### config.mk
export PLATFORM = sky130hd
export DESIGN_NAME = latched_chr_bank_mapper_core_flat
export DESIGN_NICKNAME = d
export VERILOG_FILES = /design/src/sv/lcbm_pkg.sv /design/src/sv/lcbm_stream_if.sv /design/src/sv/lcbm_mod_unit.sv /design/src/sv/latched_chr_bank_mapper_core.sv /design/src/flat_wrapper.sv
export VERILOG_INCLUDE_DIRS = /design/src /design/src/sv
export SDC_FILE = /design/constraint.sdc
export NUM_CORES = 1
export LEC_CHECK = 0
export BUFFER_PORTS_ARGS = -buffer_cell sky130_fd_sc_hd__buf_4
export CAP_MARGIN = 20
export CORE_MARGIN = 8
export CORE_UTILIZATION = 55
export DETAILED_ROUTE_END_ITERATION = 12
export GPL_ROUTABILITY_DRIVEN = 1
export PLACE_DENSITY = 0.83
export SLEW_MARGIN = 20
export SYNTH_ARGS = -nofsm -noshare
export SYNTH_HDL_FRONTEND = slang
export SYNTH_SLANG_ARGS = --single-unit
### constraint.sdc
create_clock -name i_clk -period 2.95 [get_ports i_clk]
set_input_delay 0.59 -clock i_clk [delete_from_list [all_inputs] [get_ports i_clk]]
set_output_delay 0.59 -clock i_clk [all_outputs]
set_load 0.1 [all_outputs]
### src/sv/assert_macros.svh
// assertion macros used by the mapper core rtl file
`ifndef ASSERT_MACROS_SVH
`define ASSERT_MACROS_SVH

`ifndef SYNTH

// expression holds at every clock edge out of reset
`define ASSERT_ALWAYS(lbl, clk, rst_n, expr) \
    lbl: assert property (@(posedge clk) disable iff (!rst_n) (expr)) \
        else $error("%m: invariant violated");

// expression never holds
`define ASSERT_NEVER(lbl, clk, rst_n, expr) \
    lbl: assert property (@(posedge clk) disable iff (!rst_n) !(expr)) \
        else $error("%m: forbidden condition seen");

// antecedent implies consequent in the same cycle
`define ASSERT_IMPLY(lbl, clk, rst_n, ante, cons) \
    lbl: assert property (@(posedge clk) disable iff (!rst_n) (ante) |-> (cons)) \
        else $error("%m: implication failed");

`else

`define ASSERT_ALWAYS(lbl, clk, rst_n, expr)
`define ASSERT_NEVER(lbl, clk, rst_n, expr)
`define ASSERT_IMPLY(lbl, clk, rst_n, ante, cons)

`endif

`endif

### src/sv/lcbm_pkg.sv
// types and constants of the latched chr bank mapper
`timescale 1ns / 1ps

package lcbm_pkg;

    // bank number, count, delay, offset and index widths
    localparam int BANK_W       = 8;
    localparam int COUNT_W      = 9;
    localparam int DELAY_W      = 8;
    localparam int PRG_OFS_W    = 14;
    localparam int CHR_OFS_W    = 12;
    localparam int ROM_OFS_W    = 22;
    localparam int CFG_IDX_W    = 2;

    typedef logic [BANK_W-1:0]  t_bank;
    typedef logic [COUNT_W-1:0] t_count;

    // operation codes
    localparam logic [1:0] OP_CPU_WRITE = 2'd0;
    localparam logic [1:0] OP_CPU_READ  = 2'd1;
    localparam logic [1:0] OP_PPU_READ  = 2'd2;

    // cpu write decode by address top nibble
    localparam logic [3:0] NIB_PRG    = 4'hA;
    localparam logic [3:0] NIB_CHR0   = 4'hB;
    localparam logic [3:0] NIB_CHR1   = 4'hC;
    localparam logic [3:0] NIB_CHR2   = 4'hD;
    localparam logic [3:0] NIB_CHR3   = 4'hE;
    localparam logic [3:0] NIB_MIRROR = 4'hF;

    // latch trigger tiles, ppu address bits 12:4
    localparam logic [8:0] TILE_LOWER_FD = 9'h0FD;
    localparam logic [8:0] TILE_LOWER_FE = 9'h0FE;
    localparam logic [8:0] TILE_UPPER_FD = 9'h1FD;
    localparam logic [8:0] TILE_UPPER_FE = 9'h1FE;

    // configuration register indexes
    localparam logic [CFG_IDX_W-1:0] CFG_PRG_COUNT   = 2'd0;
    localparam logic [CFG_IDX_W-1:0] CFG_CHR_COUNT   = 2'd1;
    localparam logic [CFG_IDX_W-1:0] CFG_HDR_MIRROR  = 2'd2;
    localparam logic [CFG_IDX_W-1:0] CFG_UPPER_DELAY = 2'd3;

    // configuration reset values
    localparam t_count              RST_PRG_COUNT   = 9'd8;
    localparam t_count              RST_CHR_COUNT   = 9'd16;
    localparam logic [DELAY_W-1:0]  RST_UPPER_DELAY = 8'd1;

    typedef struct packed {
        logic [1:0]  op;
        logic [15:0] address;
        logic [7:0]  data;
    } t_in_item;

    typedef struct packed {
        logic [ROM_OFS_W-1:0] rom_offset;
        logic                 mirroring_horizontal;
        logic                 mirroring_changed;
    } t_out_item;

    typedef struct packed {
        logic [CFG_IDX_W-1:0] reg_index;
        logic [COUNT_W-1:0]   wdata;
    } t_cfg_write;

    // status of the shared modulo unit
    typedef struct packed {
        logic busy;
        logic done;
    } t_mod_status;

    // bank count of zero acts as one, above 256 acts as 256
    function automatic t_count clamp_count(input t_count c);
        t_count r;
        if (c == '0) begin
            r = 9'd1;
        end else if (c > 9'd256) begin
            r = 9'd256;
        end else begin
            r = c;
        end
        return r;
    endfunction

endpackage

### src/sv/lcbm_stream_if.sv
// valid/ready channel carrying one payload struct
`timescale 1ns / 1ps

interface lcbm_stream_if #(
    parameter type t_payload = logic
) ();
    logic     valid;
    logic     ready;
    t_payload data;

    modport source (output valid, output data, input ready);
    modport sink   (input valid, input data, output ready);
endinterface

### src/sv/lcbm_mod_unit.sv
// iterative restoring modulo unit, one dividend bit per cycle
`timescale 1ns / 1ps

module lcbm_mod_unit (
    input  logic                 i_clk,
    input  logic                 i_rst_n,
    input  logic                 i_start,
    input  lcbm_pkg::t_bank      i_dividend,
    input  lcbm_pkg::t_count     i_divisor,
    output lcbm_pkg::t_mod_status o_status,
    output lcbm_pkg::t_bank      o_remainder
);
    localparam int STEP_W = $clog2(lcbm_pkg::BANK_W);
    localparam logic [STEP_W-1:0] LAST_STEP = STEP_W'(lcbm_pkg::BANK_W - 1);

    logic              r_busy;
    logic              r_done;
    logic [STEP_W-1:0] r_step;
    lcbm_pkg::t_bank   r_dividend;
    lcbm_pkg::t_count  r_divisor;
    lcbm_pkg::t_bank   r_rem;

    logic [lcbm_pkg::COUNT_W-1:0] shifted;
    logic [lcbm_pkg::COUNT_W-1:0] diff;
    lcbm_pkg::t_bank              n_rem;

    // one shift, compare and subtract step
    always_comb begin
        shifted = {r_rem, r_dividend[lcbm_pkg::BANK_W-1]};
        diff    = shifted - r_divisor;
        if (shifted >= r_divisor) begin
            n_rem = diff[lcbm_pkg::BANK_W-1:0];
        end else begin
            n_rem = shifted[lcbm_pkg::BANK_W-1:0];
        end
    end

    // step counter and handshake flags
    always_ff @(posedge i_clk) begin
        if (!i_rst_n) begin
            r_busy <= 1'b0;
            r_done <= 1'b0;
            r_step <= '0;
        end else begin
            r_done <= 1'b0;
            if (i_start) begin
                r_busy <= 1'b1;
                r_step <= LAST_STEP;
            end else if (r_busy) begin
                r_step <= r_step - 1'b1;
                if (r_step == '0) begin
                    r_busy <= 1'b0;
                    r_done <= 1'b1;
                end
            end
        end
    end

    // operand and partial remainder registers
    always_ff @(posedge i_clk) begin
        if (i_start) begin
            r_dividend <= i_dividend;
            r_divisor  <= i_divisor;
            r_rem      <= '0;
        end else if (r_busy) begin
            r_dividend <= {r_dividend[lcbm_pkg::BANK_W-2:0], 1'b0};
            r_rem      <= n_rem;
        end
    end

    assign o_status.busy = r_busy;
    assign o_status.done = r_done;
    assign o_remainder   = r_rem;

endmodule

### src/sv/latched_chr_bank_mapper_core.sv
// top level of the latched chr bank mapper
//
// Usage: i_in takes one access per transaction (cpu write, cpu read or ppu
// pattern read); o_out returns exactly one transaction for each, carrying the
// rom byte offset the access selects and the current mirroring. i_cfg writes
// the bank counts, header mirroring and upper switch delay; it is ready out
// of reset and must only be used while no access is in flight.
// Timing: bank register writes ($A000-$EFFF) and cpu reads of $8000-$BFFF
// reduce a bank number modulo the bank count in a shared one-bit-per-cycle
// modulo unit, so such an access goes from idle through the divide state to
// finish; all other accesses go from idle straight to finish.
// i_in is not ready while an access is being worked on or during reset.
// A finished result sits in an output register; the next access is accepted
// while it waits, but that access is held before commit until the receiver
// takes the previous result, so a stalled receiver stalls the block.
// Reset: synchronous, active low; latches, banks, mirroring state and the
// switch countdown clear to zero and the configuration returns to its
// defaults (8 program banks, 16 pattern banks, vertical, delay of 1).
`timescale 1ns / 1ps
`include "assert_macros.svh"

module latched_chr_bank_mapper_core (
    input  logic               i_clk,
    input  logic               i_rst_n,
    lcbm_stream_if.sink        i_in,
    lcbm_stream_if.source      o_out,
    lcbm_stream_if.sink        i_cfg
);
    // sequencer codes
    localparam logic [1:0] ST_IDLE = 2'd0;
    localparam logic [1:0] ST_DIV  = 2'd1;
    localparam logic [1:0] ST_FIN  = 2'd2;

    // configuration
    lcbm_pkg::t_count                r_prg_count;
    lcbm_pkg::t_count                r_chr_count;
    logic                            r_hdr_mirror;
    logic [lcbm_pkg::DELAY_W-1:0]    r_sw_delay;

    // mapper state
    logic                            r_lower_latch,  n_lower_latch;
    logic                            r_upper_latch,  n_upper_latch;
    lcbm_pkg::t_bank                 r_lower_active, n_lower_active;
    lcbm_pkg::t_bank                 r_upper_active, n_upper_active;
    lcbm_pkg::t_bank                 r_chr_bank [4];
    lcbm_pkg::t_bank                 n_chr_bank [4];
    lcbm_pkg::t_bank                 r_prg_bank,     n_prg_bank;
    logic                            r_mirror,       n_mirror;
    logic                            r_mirror_wr,    n_mirror_wr;
    logic [lcbm_pkg::DELAY_W-1:0]    r_countdown,    n_countdown;
    logic                            r_pending,      n_pending;

    // sequencer and item registers
    logic [1:0]                      r_state, n_state;
    lcbm_pkg::t_in_item              r_item;
    lcbm_pkg::t_out_item             r_out, n_out;
    logic                            r_out_valid;

    // shared modulo unit
    lcbm_pkg::t_mod_status           mod_status;
    lcbm_pkg::t_bank                 mod_rem;
    logic                            mod_start;
    lcbm_pkg::t_bank                 mod_dividend;
    lcbm_pkg::t_count                mod_divisor;

    logic                            in_accept;
    logic                            in_needs_mod;
    logic                            in_chr_write;
    logic                            out_free;
    logic                            commit;
    lcbm_pkg::t_count                prg_eff;
    lcbm_pkg::t_count                chr_eff;
    lcbm_pkg::t_count                prg_last;
    logic [lcbm_pkg::DELAY_W-1:0]    delay_eff;
    logic [3:0]                      nib;
    logic [8:0]                      tile;
    logic [lcbm_pkg::DELAY_W-1:0]    cnt_armed;

    assign prg_eff   = lcbm_pkg::clamp_count(r_prg_count);
    assign chr_eff   = lcbm_pkg::clamp_count(r_chr_count);
    assign prg_last  = prg_eff - 9'd1;
    assign delay_eff = (r_sw_delay == '0) ? lcbm_pkg::DELAY_W'(1) : r_sw_delay;

    assign i_in.ready  = i_rst_n && (r_state == ST_IDLE);
    assign i_cfg.ready = i_rst_n;
    assign in_accept   = i_in.valid && i_in.ready;
    assign out_free    = !r_out_valid || o_out.ready;
    assign commit      = (r_state == ST_FIN) && out_free;

    assign o_out.valid = r_out_valid;
    assign o_out.data  = r_out;

    // decide whether the incoming transaction needs a modulo
    always_comb begin
        in_needs_mod = 1'b0;
        in_chr_write = 1'b0;
        case (i_in.data.op)
            lcbm_pkg::OP_CPU_WRITE: begin
                case (i_in.data.address[15:12]) inside
                    lcbm_pkg::NIB_PRG: begin
                        in_needs_mod = 1'b1;
                    end
                    lcbm_pkg::NIB_CHR0, lcbm_pkg::NIB_CHR1,
                    lcbm_pkg::NIB_CHR2, lcbm_pkg::NIB_CHR3: begin
                        in_needs_mod = 1'b1;
                        in_chr_write = 1'b1;
                    end
                    default: ;
                endcase
            end
            lcbm_pkg::OP_CPU_READ: begin
                in_needs_mod = (i_in.data.address[15:14] == 2'b10);
            end
            default: ;
        endcase
    end

    // modulo operands: written byte or stored program bank
    assign mod_start    = in_accept && in_needs_mod;
    assign mod_dividend = (i_in.data.op == lcbm_pkg::OP_CPU_WRITE) ? i_in.data.data
                                                                   : r_prg_bank;
    assign mod_divisor  = in_chr_write ? chr_eff : prg_eff;

    lcbm_mod_unit u_mod (
        .i_clk       (i_clk),
        .i_rst_n     (i_rst_n),
        .i_start     (mod_start),
        .i_dividend  (mod_dividend),
        .i_divisor   (mod_divisor),
        .o_status    (mod_status),
        .o_remainder (mod_rem)
    );

    // sequencer
    always_comb begin
        n_state = r_state;
        unique case (r_state)
            ST_IDLE: begin
                if (in_accept) begin
                    n_state = in_needs_mod ? ST_DIV : ST_FIN;
                end
            end
            ST_DIV: begin
                if (mod_status.done) begin
                    n_state = ST_FIN;
                end
            end
            ST_FIN: begin
                if (out_free) begin
                    n_state = ST_IDLE;
                end
            end
            default: n_state = ST_IDLE;
        endcase
    end

    // next mapper state and result for the held transaction
    always_comb begin
        n_lower_latch  = r_lower_latch;
        n_upper_latch  = r_upper_latch;
        n_lower_active = r_lower_active;
        n_upper_active = r_upper_active;
        n_chr_bank     = r_chr_bank;
        n_prg_bank     = r_prg_bank;
        n_mirror       = r_mirror;
        n_mirror_wr    = r_mirror_wr;
        n_countdown    = r_countdown;
        n_pending      = r_pending;
        n_out          = '0;
        cnt_armed      = r_countdown;
        nib            = r_item.address[15:12];
        tile           = r_item.address[12:4];

        case (r_item.op)
            lcbm_pkg::OP_CPU_WRITE: begin
                unique case (nib)
                    lcbm_pkg::NIB_PRG: begin
                        n_prg_bank = mod_rem;
                    end
                    lcbm_pkg::NIB_CHR0: begin
                        n_chr_bank[0] = mod_rem;
                        if (!r_lower_latch) n_lower_active = mod_rem;
                    end
                    lcbm_pkg::NIB_CHR1: begin
                        n_chr_bank[1] = mod_rem;
                        if (r_lower_latch) n_lower_active = mod_rem;
                    end
                    lcbm_pkg::NIB_CHR2: begin
                        n_chr_bank[2] = mod_rem;
                        if (!r_upper_latch) n_upper_active = mod_rem;
                    end
                    lcbm_pkg::NIB_CHR3: begin
                        n_chr_bank[3] = mod_rem;
                        if (r_upper_latch) n_upper_active = mod_rem;
                    end
                    lcbm_pkg::NIB_MIRROR: begin
                        n_mirror                = r_item.data[0];
                        n_mirror_wr             = 1'b1;
                        n_out.mirroring_changed = 1'b1;
                    end
                    default: ;
                endcase
            end
            lcbm_pkg::OP_CPU_READ: begin
                // switchable window, then fixed last bank
                if (r_item.address[15]) begin
                    if (!r_item.address[14]) begin
                        n_out.rom_offset = {mod_rem, r_item.address[13:0]};
                    end else begin
                        n_out.rom_offset = {prg_last[lcbm_pkg::BANK_W-1:0],
                                            r_item.address[13:0]};
                    end
                end
            end
            lcbm_pkg::OP_PPU_READ: begin
                // latch test first, lower switch shows in this read
                if (tile == lcbm_pkg::TILE_LOWER_FD && r_lower_latch) begin
                    n_lower_latch  = 1'b0;
                    n_lower_active = r_chr_bank[0];
                end else if (tile == lcbm_pkg::TILE_LOWER_FE && !r_lower_latch) begin
                    n_lower_latch  = 1'b1;
                    n_lower_active = r_chr_bank[1];
                end else if (tile == lcbm_pkg::TILE_UPPER_FD && r_upper_latch) begin
                    n_upper_latch = 1'b0;
                    cnt_armed     = delay_eff;
                    n_pending     = 1'b0;
                end else if (tile == lcbm_pkg::TILE_UPPER_FE && !r_upper_latch) begin
                    n_upper_latch = 1'b1;
                    cnt_armed     = delay_eff;
                    n_pending     = 1'b1;
                end
                if (r_item.address[12]) begin
                    n_out.rom_offset = {2'b00, r_upper_active, r_item.address[11:0]};
                end else begin
                    n_out.rom_offset = {2'b00, n_lower_active, r_item.address[11:0]};
                end
                // delayed upper switch counts pattern reads
                n_countdown = cnt_armed;
                if (cnt_armed != '0) begin
                    n_countdown = cnt_armed - 1'b1;
                    if (cnt_armed == lcbm_pkg::DELAY_W'(1)) begin
                        n_upper_active = r_chr_bank[{1'b1, n_pending}];
                    end
                end
            end
            default: ;
        endcase

        n_out.mirroring_horizontal = n_mirror_wr ? n_mirror : r_hdr_mirror;
    end

    // configuration registers
    always_ff @(posedge i_clk) begin
        if (!i_rst_n) begin
            r_prg_count  <= lcbm_pkg::RST_PRG_COUNT;
            r_chr_count  <= lcbm_pkg::RST_CHR_COUNT;
            r_hdr_mirror <= 1'b0;
            r_sw_delay   <= lcbm_pkg::RST_UPPER_DELAY;
        end else if (i_cfg.valid && i_cfg.ready) begin
            unique case (i_cfg.data.reg_index)
                lcbm_pkg::CFG_PRG_COUNT:   r_prg_count  <= i_cfg.data.wdata;
                lcbm_pkg::CFG_CHR_COUNT:   r_chr_count  <= i_cfg.data.wdata;
                lcbm_pkg::CFG_HDR_MIRROR:  r_hdr_mirror <= i_cfg.data.wdata[0];
                lcbm_pkg::CFG_UPPER_DELAY: r_sw_delay   <= i_cfg.data.wdata[lcbm_pkg::DELAY_W-1:0];
                default: ;
            endcase
        end
    end

    // sequencer, mapper state and output valid
    always_ff @(posedge i_clk) begin
        if (!i_rst_n) begin
            r_state        <= ST_IDLE;
            r_out_valid    <= 1'b0;
            r_lower_latch  <= 1'b0;
            r_upper_latch  <= 1'b0;
            r_lower_active <= '0;
            r_upper_active <= '0;
            r_chr_bank     <= '{default: '0};
            r_prg_bank     <= '0;
            r_mirror       <= 1'b0;
            r_mirror_wr    <= 1'b0;
            r_countdown    <= '0;
            r_pending      <= 1'b0;
        end else begin
            r_state <= n_state;
            if (commit) begin
                r_out_valid    <= 1'b1;
                r_lower_latch  <= n_lower_latch;
                r_upper_latch  <= n_upper_latch;
                r_lower_active <= n_lower_active;
                r_upper_active <= n_upper_active;
                r_chr_bank     <= n_chr_bank;
                r_prg_bank     <= n_prg_bank;
                r_mirror       <= n_mirror;
                r_mirror_wr    <= n_mirror_wr;
                r_countdown    <= n_countdown;
                r_pending      <= n_pending;
            end else if (o_out.ready) begin
                r_out_valid <= 1'b0;
            end
        end
    end

    // transaction payload and result registers
    always_ff @(posedge i_clk) begin
        if (in_accept) begin
            r_item <= i_in.data;
        end
        if (commit) begin
            r_out <= n_out;
        end
    end

    // checks
    `ASSERT_NEVER(a_no_accept_while_busy, i_clk, i_rst_n, i_in.ready && mod_status.busy)
    `ASSERT_NEVER(a_done_only_in_div, i_clk, i_rst_n, mod_status.done && (r_state != ST_DIV))
    `ASSERT_ALWAYS(a_lower_follows_latch, i_clk, i_rst_n, r_lower_active == r_chr_bank[{1'b0, r_lower_latch}])
    `ASSERT_IMPLY(a_changed_has_no_offset, i_clk, i_rst_n, r_out_valid && r_out.mirroring_changed, r_out.rom_offset == '0)

endmodule

### src/flat_wrapper.sv
// flat-port wrapper written by rule: the top's interface ports become plain ports
module latched_chr_bank_mapper_core_flat 
  (i_clk, i_rst_n, i_in_valid, i_in_data, i_in_ready, o_out_valid, o_out_data, o_out_ready, i_cfg_valid, i_cfg_data, i_cfg_ready);
  lcbm_stream_if #(.t_payload(lcbm_pkg::t_in_item)) i_in_i ();
  lcbm_stream_if #(.t_payload(lcbm_pkg::t_out_item)) o_out_i ();
  lcbm_stream_if #(.t_payload(lcbm_pkg::t_cfg_write)) i_cfg_i ();
  input  logic i_clk;
  input  logic i_rst_n;
  input wire logic [$bits(i_in_i.valid)-1:0] i_in_valid;
  input wire logic [$bits(i_in_i.data)-1:0] i_in_data;
  output wire logic [$bits(i_in_i.ready)-1:0] i_in_ready;
  output wire logic [$bits(o_out_i.valid)-1:0] o_out_valid;
  output wire logic [$bits(o_out_i.data)-1:0] o_out_data;
  input wire logic [$bits(o_out_i.ready)-1:0] o_out_ready;
  input wire logic [$bits(i_cfg_i.valid)-1:0] i_cfg_valid;
  input wire logic [$bits(i_cfg_i.data)-1:0] i_cfg_data;
  output wire logic [$bits(i_cfg_i.ready)-1:0] i_cfg_ready;
  assign i_in_i.valid = i_in_valid;
  assign i_in_i.data = i_in_data;
  assign i_in_ready = i_in_i.ready;
  assign o_out_valid = o_out_i.valid;
  assign o_out_data = o_out_i.data;
  assign o_out_i.ready = o_out_ready;
  assign i_cfg_i.valid = i_cfg_valid;
  assign i_cfg_i.data = i_cfg_data;
  assign i_cfg_ready = i_cfg_i.ready;
  latched_chr_bank_mapper_core u_core (.i_clk(i_clk), .i_rst_n(i_rst_n), .i_in(i_in_i), .o_out(o_out_i), .i_cfg(i_cfg_i));
endmodule
# Word-level counts from Yosys, hierarchy flattened
# Cells that the tools add are included.
[word_totals]
word_cells = 192
output_inout_bits = 27
in_bits = 42
ff_bits = 172
[op_classes]
add_sub_neg = 4
bitwise = 5
n_eq_ne = 36
n_lt_le_gt_ge = 4
n_reduce_logical = 44
n_mux = 68
[ops]
columns = ["op", "count"]
rows = [
  ["$mux W8", 21],
  ["$pmux W8 S2", 4],
  ["$mux W9", 5],
  ["$eq A4 B4 Y1 const B", 11],
  ["$mux W22", 2],
  ["$pmux W22 S2", 1],
  ["$mux W1", 25],
  ["$reduce_and A3 Y1", 7],
  ["$mux W20", 1],
  ["$eq A9 B8 Y1 const B", 2],
  ["$eq A9 B9 Y1 const B", 2],
  ["$gt A9 B9 Y1 const B", 2],
  ["$logic_not A9 Y1", 2],
  ["$bmux W8 S2", 1],
  ["$sub A8 B1 Y8 const B", 2],
  ["$eq A2 B2 Y1 const B", 5],
  ["$reduce_and A2 Y1", 5],
  ["$reduce_and A5 Y1", 2],
  ["$reduce_bool A2 Y1", 5],
  ["$ge A9 B9 Y1", 1],
  ["$logic_and A1 B1 Y1", 9],
  ["$ne A3 B2 Y1 const B", 3],
  ["$ne A3 B3 Y1 const B", 3],
  ["$eq A2 B1 Y1 const B", 4],
  ["other kinds (21)", 36],
]

# Longest topological paths before layout
# Gate-level depths: netlist of the first run.
[logic_depth]
word_depth = 14
ltp_mapped = 13
depth_no_buf = 11

# Hierarchy
# From an unflattened synthesis of the first run, not the netlist that was laid out.
[unflattened]
hier_cells = 914
area_unflattened_um2 = 8632.0
[by_module_without_submodules]
columns = ["module", "area_per_inst_um2", "seq_area_each_um2", "cells_per_inst", "instances"]
rows = [
  ["latched_chr_bank_mapper_core", 6907.9, 3273.1, 749, 1],
  ["lcbm_mod_unit", 1724.2, 770.7, 165, 1],
]

# Least setup slack after synthesis of the first run
# OpenSTA, ideal clock, no wires.
[synth_timing]
path_kind = "input port to flip-flop"
from = "input port i_rst_n"
to = "register u_core.u_mod.r_dividend[1] (data pin)"
path_stages = 8
path_slack_ps = -1129
t_required_ps = 2664
setup_ps = 286
t_arrival_ps = 3793
path_buffers = 2
cell_sequence = "clkbuf_1 -> nand2b_1 -> nor2_1 -> and2_1 -> nand2_1 -> inv_1 -> clkbuf_1 -> a21oi_1"
[synth_via]
elab_chain_len = 4
[synth_lines]
columns = ["element", "line", "source"]
rows = [
  ["start, declared", "flat_wrapper.sv:8", "input logic i_rst_n;"],
  ["$logic_and A1 B1 Y1", "latched_chr_bank_mapper_core.sv:84", "assign i_in.ready = i_rst_n && (r_state == ST_IDLE);"],
  ["via i_in_ready", "flat_wrapper.sv:11", "output wire logic [$bits(i_in_i.ready)-1:0] i_in_ready;"],
  ["$logic_and A1 B1 Y1", "latched_chr_bank_mapper_core.sv:86", "assign in_accept = i_in.valid && i_in.ready;"],
  ["via u_core.in_accept", "latched_chr_bank_mapper_core.sv:66", "logic in_accept;"],
  ["$logic_and A1 B1 Y1", "latched_chr_bank_mapper_core.sv:119", "assign mod_start = in_accept && in_needs_mod;"],
  ["via u_core.mod_start", "latched_chr_bank_mapper_core.sv:62", "logic mod_start;"],
  ["$mux W8", "lcbm_mod_unit.sv:61", "if (i_start) begin"],
  ["end signal, assigned", "lcbm_mod_unit.sv:62", "r_dividend <= i_dividend;"],
  ["end signal, assigned", "lcbm_mod_unit.sv:66", "r_dividend <= {r_dividend[lcbm_pkg::BANK_W-2:0], 1'b0};"],
  ["end, declared", "lcbm_mod_unit.sv:19", "lcbm_pkg::t_bank r_dividend;"],
]
# The timed path passes the listed nets, and every way through them passes these cells.
# A chain may end at the register's enable or synchronous reset.

# Worst setup path in the final report of the first run
[layout_timing]
from = "register u_core.r_item[12] in the netlist's numbering"
to = "register u_core.r_upper_active[2]"
[layout_via]
elab_chain_len = 14
word_cells_on_any_way = 30
classes_between = "eq/ne: 7; mux: 16; bitwise: 1; reduce/logical: 6"
[layout_lines]
columns = ["element", "line", "source"]
rows = [
  ["start, declared", "latched_chr_bank_mapper_core.sv:55", "lcbm_pkg::t_in_item r_item;"],
  ["start signal, assigned", "latched_chr_bank_mapper_core.sv:308", "r_item <= i_in.data;"],
  ["$eq A9 B9 Y1", "latched_chr_bank_mapper_core.sv:227", "end else if (tile == lcbm_pkg::TILE_UPPER_FE && !r_upper_latch) begin"],
  ["$logic_and A1 B1 Y1", "latched_chr_bank_mapper_core.sv:227", ""],
  ["$mux W1", "latched_chr_bank_mapper_core.sv:227", ""],
  ["$mux W1", "latched_chr_bank_mapper_core.sv:223", "end else if (tile == lcbm_pkg::TILE_UPPER_FD && r_upper_latch) begin"],
  ["$mux W1", "latched_chr_bank_mapper_core.sv:220", "end else if (tile == lcbm_pkg::TILE_LOWER_FE && !r_lower_latch) begin"],
  ["$mux W1", "latched_chr_bank_mapper_core.sv:217", "if (tile == lcbm_pkg::TILE_LOWER_FD && r_lower_latch) begin"],
  ["$mux W1", "latched_chr_bank_mapper_core.sv:174", "case (r_item.op)"],
  ["$not A2 Y3 (not written as such)", "latched_chr_bank_mapper_core.sv:242", "n_upper_active = r_chr_bank[{1'b1, n_pending}];"],
  ["$bmux W8 S2", "latched_chr_bank_mapper_core.sv:242", ""],
  ["$mux W8 (not written as such) (2 in series)", "latched_chr_bank_mapper_core.sv:242", ""],
  ["$mux W8", "latched_chr_bank_mapper_core.sv:241", "if (cnt_armed == lcbm_pkg::DELAY_W'(1)) begin"],
  ["$mux W8", "latched_chr_bank_mapper_core.sv:239", "if (cnt_armed != '0) begin"],
  ["$pmux W8 S2", "latched_chr_bank_mapper_core.sv:174", ""],
  ["end signal, assigned", "latched_chr_bank_mapper_core.sv:292", "r_upper_active <= n_upper_active;"],
  ["end, declared", "latched_chr_bank_mapper_core.sv:44", "lcbm_pkg::t_bank r_upper_active, n_upper_active;"],
]
# Parallel ways exist; a longest one is shown, timed or not. The select of a mux whose other input is x is not followed.

==> qor.txt, run 1 <==
Crit share post-route: 94.2%
Die width: 140 µm
Gr ovfl total: 0
Post-synth ARST share: 0%
Synth Warn #: 0
Clock skew: 0.00794 ns
Max incr delay on CP: 0.40 ns
Max-slew violation count: 0
Top Family by Delay on Critical Path: simple AND/OR/NAND/NOR gates
IO Port Bufs: 68
Row count: 45
Flops & latches, synth: 172
Crit-path slowest cell: edfxtp_1
Synth cell types: 65
Die Y: 140 µm
Post-DP HPWL: 14,000 µm
Wire length per cell: 17.0 µm
Ys flop type: dfxtp_1
Worst setup SP type: register
Met2 Track Usage GR: 33.8%
First-pass GRT wire length: 32,400 µm
CP Data Required Time: 3.26 ns
Layout cell share with drive strength beyond 1: 16.0%
Final setup vio count: 0
Cells after synthesis: 888
Buf+Inv Stages, Crit Path: 1
Final ANT Viol Nets: 0
Placed cell count: 1,126
Ranking of synthesized cells by area: dfxtp_1 (26%), edfxtp_1 (21%), mux2i_1 (8.4%), nand2_1 (4.4%), nor2b_1 (3.8%)
Run status: completed
DP Area: 0.00927 mm²
H-tree depth: 4
Final Hold Fails: 0
Fin util: 65.1%
Critical Path AT: 3.09 ns
Crit path kind: register to register
Clock Sink Count: 172
Yosys top cell by area: dfxtp_1
Final instance area: 0.00986 mm²
DRC: 0
Worst slew margin: 51.6%
Initial DRC Count: 579
Worst Tran Pin Value: 0.725 ns
Post-synth top area share: 26.5%
Average cell area after synthesis: 9.54 µm²
FMAX: 360 MHz
CTS buffer count: 17
Lkg Pwr: 3.69 nW
Sequential fraction of the synthesis area: 47.7%
Worst hold path class: input port to register
Final std cells w/o fill: 1,158
Area growth, synth to finish: 16.4%
Mapped Area: 0.00847 mm²
Worst-path clk slew: 0.07 ns
Final WL: 19,700 µm
Crit path cell chain: or3b_1 -> a211oi_1 -> buf_4 -> mux2i_4 -> ha_1 -> nand3b_1 -> o22ai_2 -> and3_1 -> a22o_1
PD cells: 573 mW/mm²
Overall routing resource usage: 20.4%
Post-synth EDFFs: 60
GPL Wtd Cong: 0.872
Crit-path max FO: 12
N_diodes: 0
Vias in the first global route: 6,590
Antenna violations before repair: 0
Fillers: 1,192
Max Cap Violations: 0
Grt met3 use: 4.08%
Clk buf depth: 2
Synthesized Nets: 949
CTS Hold Bufs: 0
Via-to-Cell Ratio: 5.78
Root buf cell: clkbuf_16
M1 GR Usage: 25.6%
Ports: 69
Clk_lat worst skew: 0.42 ns
Min Hold Slack: 0.338 ns
Most Crowded Layer GR: met2
Largest net degree at the start of global routing: 76
Nets: 1,018
Via count: 6,697
Tmin final: 2.78 ns
Setup TNS: 0 ns
Die area: 0.0196 mm²
Peak supply drop: 441 µV
CTS tree: yes
Placeable core area: 0.0151 mm²
Initial Util: 56.0%
Setup crit end kind: register
Initial DRT Pass Iterations: 5
per-stage QoR:
stage                     total power [W]  worst slack [ns]
after floorplan                   0.00325            0.0775
after global placement            0.00352             0.258
after detailed placement          0.00353             0.124
after CTS                         0.00566            0.0979
after global routing              0.00585          -0.00185
final                             0.00565             0.171
area by class of cell:
| cell class | count | area [µm²] | share of cell area, % |
|---|---|---|---|
| Multi-Input combinational cell | 634 | 4130 | 41.9 |
| Sequential cell | 172 | 4040 | 41.0 |
| Timing Repair Buffer | 101 | 771 | 7.81 |
| Clock buffer | 18 | 429 | 4.35 |
| Tap cell | 188 | 235 | 2.38 |
| Clock inverter | 14 | 138 | 1.40 |
| Inverter | 31 | 116 | 1.18 |
worst paths after layout:
path                          from  depth (start not counted)  slack, ns                  endpoint
min                  i_in_data[12]                          1       0.34         u_core.r_item[12]
min reg2reg  u_core.r_chr_count[2]                          2       0.49     u_core.r_chr_count[2]
max              u_core.r_item[12]                          9       0.17  u_core.r_upper_active[2]
max reg2reg      u_core.r_item[12]                          9       0.17  u_core.r_upper_active[2]
synth_stat cells (3+ instances only):
| cell type | number |
|---|---|
| a211o_1 | 4 |
| a21boi_0 | 26 |
| a21o_1 | 4 |
| a21oi_1 | 52 |
| a22o_1 | 12 |
| a31oi_1 | 17 |
| and2_1 | 18 |
| and3_1 | 3 |
| buf_1 | 8 |
| buf_2 | 4 |
| buf_4 | 3 |
| clkbuf_1 | 35 |
| dfxtp_1 | 112 |
| edfxtp_1 | 60 |
| ha_1 | 18 |
| inv_1 | 31 |
| mux2_2 | 4 |
| mux2i_1 | 71 |
| nand2_1 | 99 |
| nand2b_1 | 17 |
| nand3_1 | 33 |
| nand3b_1 | 4 |
| nand4_1 | 5 |
| nor2_1 | 56 |
| nor2b_1 | 52 |
| nor3_1 | 8 |
| nor3b_1 | 3 |
| nor4_1 | 7 |
| nor4_4 | 3 |
| o211ai_1 | 4 |
| o21a_1 | 7 |
| o21ai_0 | 47 |
| o21bai_1 | 3 |
| o31ai_1 | 3 |
| o41ai_1 | 3 |
| or2_2 | 7 |
| or4_1 | 3 |
| xnor2_1 | 7 |
| xor2_1 | 4 |
cell families after synthesis:
| group | after synthesis | share of synthesized area [%] |
|---|---|---|
| buffers and inverters | 82 | 3.91 |
| AND/OR/NAND/NOR | 327 | 19.9 |
| multiplexers | 76 | 9.09 |
| XOR/XNOR | 11 | 1.14 |
| adder cells (fa/ha/maj) | 19 | 2.89 |
| AO/OA/AOI/OAI | 201 | 15.3 |
| flip-flops | 172 | 47.7 |
power by group:
part	internal, W	switching (W)	total [W]
clock network	0.00118	0.000976	0.00216
registers	0.00254	0.0000534	0.00259
logic	0.000336	0.000565	0.000900
cells in the final DEF (no fill, tap or decap), drive strengths merged, types with 4 or more instances in the layout:
cell,synthesis,final
nor2,56,56
xnor2,7,7
nand2b,17,17
nand4,5,5
nor4,10,10
clkbuf,35,18
o211ai,4,4
or2,7,7
nand3,33,33
a21o,4,4
a21boi,27,27
a22o,12,12
clkinv,0,5
nor3,9,9
buf,16,101
o21a,7,7
inv,31,37
ha,18,18
nand2,99,99
o21ai,47,47
nand3b,4,4
xor2,4,4
a21oi,52,52
edfxtp,60,60
mux2i,71,71
a31oi,17,17
and2,18,18
mux2,5,5
nor2b,53,53
a211o,4,4
dfxtp,112,112
repair_timing:
item	in CTS	in global routing
setup buffers	0	0
resized for setup	0	4
endpoints found under the setup margin	0	8
per-layer routing:
metal,vias to the layer above,routed length [µm],share of wire [%]
met4,0,380,1.9
li1,3293,-,-
met2,196,9400,48
met1,3180,8890,45
met5,-,0,0
met3,28,1030,5.2
state kept, by name, indices dropped and copies added (netlist names), 2 cells and up:
register / count
u_core.u_mod.o_remainder: 8
u_core.r_state: 2
u_core.nib: 4
u_core.r_prg_bank: 8
u_core.r_upper_active: 8
u_core.u_mod.r_step: 3
u_core.r_chr_bank: 32
u_core.r_prg_count: 9
u_core.u_mod.r_dividend: 8
u_core.u_mod.r_divisor: 9
u_core.r_countdown: 8
u_core.r_item: 15
u_core.o_out.data: 24
u_core.r_sw_delay: 8
u_core.r_chr_count: 9
u_core.r_lower_active: 8
(Power assumes the default switching activity.)
==> inputs of run 2 (changes only) <==
--- a/config.mk
+++ b/config.mk
@@ -15,2 +15,3 @@
 export PLACE_DENSITY = 0.83
+export SETUP_SLACK_MARGIN = 0.2
 export SLEW_MARGIN = 20
--- a/constraint.sdc
+++ b/constraint.sdc
@@ -3,2 +3,2 @@
 set_output_delay 0.59 -clock i_clk [all_outputs]
-set_load 0.1 [all_outputs]
+set_load 0.05 [all_outputs]
==> qor.txt, run 2 (synthesis gave the netlist of run 1 again) <==
Ports: 69 (unchanged)
Initial DRT Pass Iterations: 6 (+1)
Root buf cell: clkbuf_16
First-pass GRT wire length: 32,700 µm (+0.91%)
Crit-path max FO: 9 (-3)
Placeable core area: 0.0151 mm² (unchanged)
Crit-path slowest cell: a211o_4
Worst Tran Pin Value: 0.619 ns (-0.107 ns)
Antenna violations before repair: 0 (unchanged)
Worst reg2reg path depth: 10 (+1)
Clock Sink Count: 172 (unchanged)
Max-slew violation count: 0 (unchanged)
IO Port Bufs: 68 (unchanged)
Initial DRC Count: 648 (+12%)
Clock skew: 0.0103 ns (+0.00234 ns)
Initial Util: 56.0% (unchanged)
Crit share post-route: 90.4% (-3.8 points)
Crit path from: u_core.r_item[13]
Wire length per cell: 17.5 µm (+3.1%)
Final WL: 20,300 µm (+3.3%)
Die width: 140 µm (unchanged)
CTS buffer count: 17 (unchanged)
RR Endpoint: u_core.r_upper_active[4]
Most flops, register: u_core.r_chr_bank
Lkg Pwr: 3.73 nW (+0.92%)
Worst setup SP type: register
Reg-to-reg startpoint: u_core.r_item[13]
Max incr delay on CP: 0.43 ns (+0.03 ns)
Clk buf depth: 2 (unchanged)
Setup TNS: 0 ns (unchanged)
Worst hold path class: input port to register
Final ANT Viol Nets: 0 (unchanged)
PD cells: 579 mW/mm² (+1.1%)
Overall routing resource usage: 20.8% (+0.43 points)
CTS Hold Bufs: 0 (unchanged)
Post-DP HPWL: 14,400 µm (+2.5%)
Vias in the first global route: 6,553 (-0.56%)
Die Y: 140 µm (unchanged)
Row count: 45 (unchanged)
FMAX: 375 MHz (+4.2%)
Grt met3 use: 4.72% (+0.65 points)
Nets: 1,020 (+0.20%)
Via-to-Cell Ratio: 5.82 (+0.56%)
CP Data Required Time: 3.27 ns (about the same)
Met2 Track Usage GR: 34.1% (+0.21 points)
Worst Hold Depth: 1 (unchanged)
DP Area: 0.00928 mm² (about the same)
GPL Wtd Cong: 0.912 (+4.6%)
Critical Path AT: 2.99 ns (-0.10 ns)
Crit path kind: register to register
CTS tree: yes
Most common cell after layout, fill and taps aside: dfxtp_1
Largest net degree at the start of global routing: 47 (-38%)
Most frequent CP cell: nand3b_1
Crit path cell chain: buf_4 -> nand3b_1 -> a211o_4 -> nor2_1 -> a21oi_2 -> ha_1 -> nand3b_1 -> o22ai_2 -> a21boi_4 -> a22o_1
Hold Path End: u_core.r_item[9]
DRC: 0 (unchanged)
Fillers: 1,191 (-0.084%)
Final setup vio count: 0 (unchanged)
Max Cap Violations: 0 (unchanged)
Worst slew margin: 57.7% (+6.1 points)
Tot Pwr: 0.00576 W (+1.9%)
Tmin final: 2.67 ns (-0.111 ns)
Run status: completed
Unrepaired setup endpoints after global routing: false
Layout cell share with drive strength beyond 1: 16.9% (+0.89 points)
Worst-path clk slew: 0.07 ns (about the same)
N_diodes: 0 (unchanged)
Gr ovfl total: 0 (unchanged)
Peak supply drop: 385 µV (-13%)
M1 GR Usage: 26.4% (+0.76 points)
H-tree depth: 4 (unchanged)
Final instance area: 0.00994 mm² (+0.79%)
Die area: 0.0196 mm² (unchanged)
Setup crit end kind: register
Most frequent cells in the layout: dfxtp_1 (112), buf_4 (103), nand2_1 (99), mux2i_1 (70), edfxtp_1 (60)
Clk_lat worst skew: 0.43 ns (about the same)
Area growth, synth to finish: 17.3%
Hold Path Origin: i_in_data[9]
Most Crowded Layer GR: met2
Largest register FFs: 32 (unchanged)
Reg-to-reg setup timing slack: 0.28 ns (+0.11 ns)
Final Hold Fails: 0 (unchanged)
Via count: 6,746 (+0.73%)
## run 2: changes by cell type in the layout (fill, tap and decap cells not counted), sizes merged
cell / before / now
buf: 101 / 103
bufinv: 1 / 3
clkbuf: 18 / 17
clkinvlp: 2 / 1
## run 2: per-stage QoR
stage	std cells	setup slack [ns]	hold WS, ns	utilization, %
after floorplan	888	0.304	0.443	-
after global placement	1128	0.295	0.465	61.2
after detailed placement	1128	0.155	0.467	61.2
after CTS	1160	0.244	0.317	65.3
after global routing	1160	0.187	0.312	65.6
final	1160	0.282	0.330	65.6
## run 2: per-layer routing
layer | vias to the layer above | wire, µm
li1 | 3300 | -
met1 | 3159 | 9100
met2 | 255 | 9610
met3 | 32 | 1230
met4 | 0 | 406
met5 | - | 0
## run 2: report_power, final
part | internal, W | switching, W | total, W
clock | 0.00135 | 0.000968 | 0.00232
sequential | 0.00254 | 0.0000594 | 0.00260
combinational | 0.000337 | 0.000509 | 0.000846
## run 2: worst max-delay path, delay by kind of cell, from the launching register on
| family | cells | cell delay (ns) |
|---|---|---|
| adders and majority gates | 1 | 0.25 |
| buffers and inverters | 1 | 0.18 |
| and+or+nand+nor | 3 | 0.61 |
| AOI/OAI and AO/OA | 5 | 1.13 |
| DFF | 1 | 0.39 |
## run 2: cell type report
type	count	area [µm²]	area share, %
flip-flops and latches	172	4040	40.7
repair buffers	103	773	7.78
clock buffers	17	425	4.28
inverters	31	116	1.17
clock inverters	15	185	1.86
multi-input cells	634	4160	41.9
well taps	188	235	2.37
## run 2: how the worst max path moves through the flow
stage,endpoint,depth (start not counted)
2_1_floorplan,u_core.r_chr_bank[0],7
3_3_place_gp,u_core.r_upper_active[2],8
3_5_place_dp,u_core.r_upper_active[6],8
4_1_cts,u_core.r_upper_active[0],9
5_1_grt,u_core.r_upper_active[0],10
6_report,u_core.r_upper_active[4],10
## run 2: what timing repair did
item	4_1_cts	5_1_grt
pin swaps	0	1
resized for setup	2	11
setup endpoints to repair	9	13
setup buffers	0	0
==> inputs of run 3 (changes only) <==
- CTS_BUF_LIST: not set -> sky130_fd_sc_hd__clkbuf_4
==> qor.txt, run 3 (synthesis gave the netlist of run 1 again) <==
FMAX: 377 MHz (+0.61%)
Crit-path max FO: 9 (unchanged)
Max Cap Violations: 0 (unchanged)
Crit share post-route: 89.9% (-0.55 points)
Reg-to-reg startpoint: u_core.r_item[13]
Worst setup SP type: register
IO Port Bufs: 68 (unchanged)
Final ANT Viol Nets: 0 (unchanged)
Unrepaired setup endpoints after global routing: true
PD cells: 509 mW/mm² (-12%)
Row count: 45 (unchanged)
Final Hold Fails: 0 (unchanged)
Via-to-Cell Ratio: 5.82 (about the same)
Critical Path Sink: u_core.r_upper_active[2]
Most flops, register: u_core.r_chr_bank
Placeable core area: 0.0151 mm² (unchanged)
Via count: 6,763 (+0.25%)
Die width: 140 µm (unchanged)
Worst-path clk slew: 0.15 ns (+0.08 ns)
Critical Path AT: 3.14 ns (+0.15 ns)
Clock Sink Count: 172 (unchanged)
Initial Util: 56.0% (unchanged)
Clk_lat worst skew: 0.59 ns (+0.16 ns)
Final setup vio count: 0 (unchanged)
Worst reg2reg path depth: 10 (unchanged)
Most common cell after layout, fill and taps aside: dfxtp_1
Initial DRC Count: 652 (+0.62%)
RR Endpoint: u_core.r_upper_active[2]
CP Data Required Time: 3.44 ns (+0.17 ns)
Reg-to-reg setup timing slack: 0.30 ns (+0.02 ns)
Root buf cell: clkbuf_4
H-tree depth: 4 (unchanged)
Area growth, synth to finish: 13.9%
Largest register FFs: 32 (unchanged)
Initial DRT Pass Iterations: 5 (-1)
Clk buf depth: 2 (unchanged)
Clock skew: 0.0208 ns (+0.0105 ns)
Post-DP HPWL: 14,400 µm (unchanged)
Die Y: 140 µm (unchanged)
Overall routing resource usage: 20.5% (-0.29 points)
Largest net degree at the start of global routing: 47 (unchanged)
Vias in the first global route: 6,504 (-0.75%)
Tmin final: 2.65 ns (-0.0162 ns)
Worst hold path class: input port to register
Setup TNS: 0 ns (unchanged)
Max-slew violation count: 0 (unchanged)
Worst slew margin: 56.6% (-1.1 points)
Crit path from: u_core.r_item[13]
First-pass GRT wire length: 32,400 µm (-1.0%)
CTS tree: yes
Crit path kind: register to register
Antenna violations before repair: 1 (+1)
Fillers: 1,245 (+4.5%)
Ports: 69 (unchanged)
Die area: 0.0196 mm² (unchanged)
CTS buffer count: 17 (unchanged)
Peak supply drop: 261 µV (-32%)
Wire length per cell: 17.3 µm (-1.4%)
Lkg Pwr: 3.60 nW (-3.4%)
Most frequent cells in the layout: dfxtp_1 (112), buf_4 (104), nand2_1 (99), mux2i_1 (70), edfxtp_1 (60)
Run status: completed
Min Hold Slack: 0.163 ns (-0.168 ns)
Worst Tran Pin Value: 0.635 ns (+0.0161 ns)
Final WL: 20,100 µm (-1.2%)
Layout cell share with drive strength beyond 1: 17.0% (+0.085 points)
Setup crit end kind: register
Gr ovfl total: 0 (unchanged)
DRC: 0 (unchanged)
GPL Wtd Cong: 0.912 (unchanged)
Nets: 1,021 (+0.098%)
==> run 3: changes by cell type in the layout (fill, tap and decap cells not counted), sizes merged <==
cell / change
diode: +1
buf: +1
==> run 3: worst min-delay path by stage <==
stage	startpoint	to	slack [ns]	cells past startpoint
detailed placement	u_core.r_upper_active[5]	u_core.r_upper_active[5]	0.47	1
global route	i_in_data[16]	u_core.r_item[16]	0.12	1
CTS	i_in_data[12]	u_core.r_item[12]	0.14	1
global placement	u_core.r_upper_active[4]	u_core.r_upper_active[4]	0.46	1
finish	i_in_data[15]	u_core.r_item[15]	0.16	1
floorplan	u_core.r_chr_count[0]	u_core.r_chr_count[0]	0.44	2
==> run 3: area by class of cell <==
type                       instances  area (µm²)  share of cell area (%)
sequential                       172        4040                    41.9
multi-input combinational        634        4160                    43.1
clock inverter                    15         185                    1.92
antenna                            1        2.50                  0.0259
inverter                          31         116                    1.21
tap                              188         235                    2.44
clock buffer                      17         128                    1.32
timing repair buffer             104         781                    8.09
==> run 3: critical path, stage by stage (launching register included) <==
cell and delay, ns:
edfxtp_1 0.42, buf_4 0.18, nand3b_1 0.25, a211o_4 0.42, nor2_1 0.15, a21oi_2 0.08
ha_1 0.24, nand3b_1 0.20, o22ai_2 0.21, a21boi_4 0.14, a22o_1 0.27
==> run 3: layer usage <==
layer	global-route usage, %	wire length, µm	part of all wire [%]
met5	0	0	0
met4	7.26	376	1.9
met3	4.55	1190	5.9
met2	33.4	9510	47
met1	26.3	9020	45
==> run 3: what timing repair did <==
| action | CTS | global route |
|---|---|---|
| pin swaps | 0 | 2 |
| hold buffers | 0 | 0 |
| gates resized for setup | 2 | 11 |
| setup buffers | 0 | 1 |
| endpoints found under the setup margin | 9 | 13 |
==> run 3: where the power goes <==
group	total (W)	switching, W	internal [W]
combinational	0.000849	0.000512	0.000337
clock	0.00147	0.000865	0.000605
sequential	0.00260	0.0000589	0.00254
total	0.00491	0.00144	0.00348
==> run 3: metrics by stage <==
stage                     cells  utilization [%]  power [W]  instance area [µm²]  setup slack, ns
after floorplan             888                -    0.00319                 8480            0.304
after global placement     1128             61.2    0.00347                 9280            0.295
after detailed placement   1128             61.2    0.00348                 9280            0.155
after CTS                  1160             63.4    0.00492                 9600            0.215
after global routing       1162             63.7    0.00511                 9650            0.180
final                      1162             63.7    0.00491                 9650            0.298
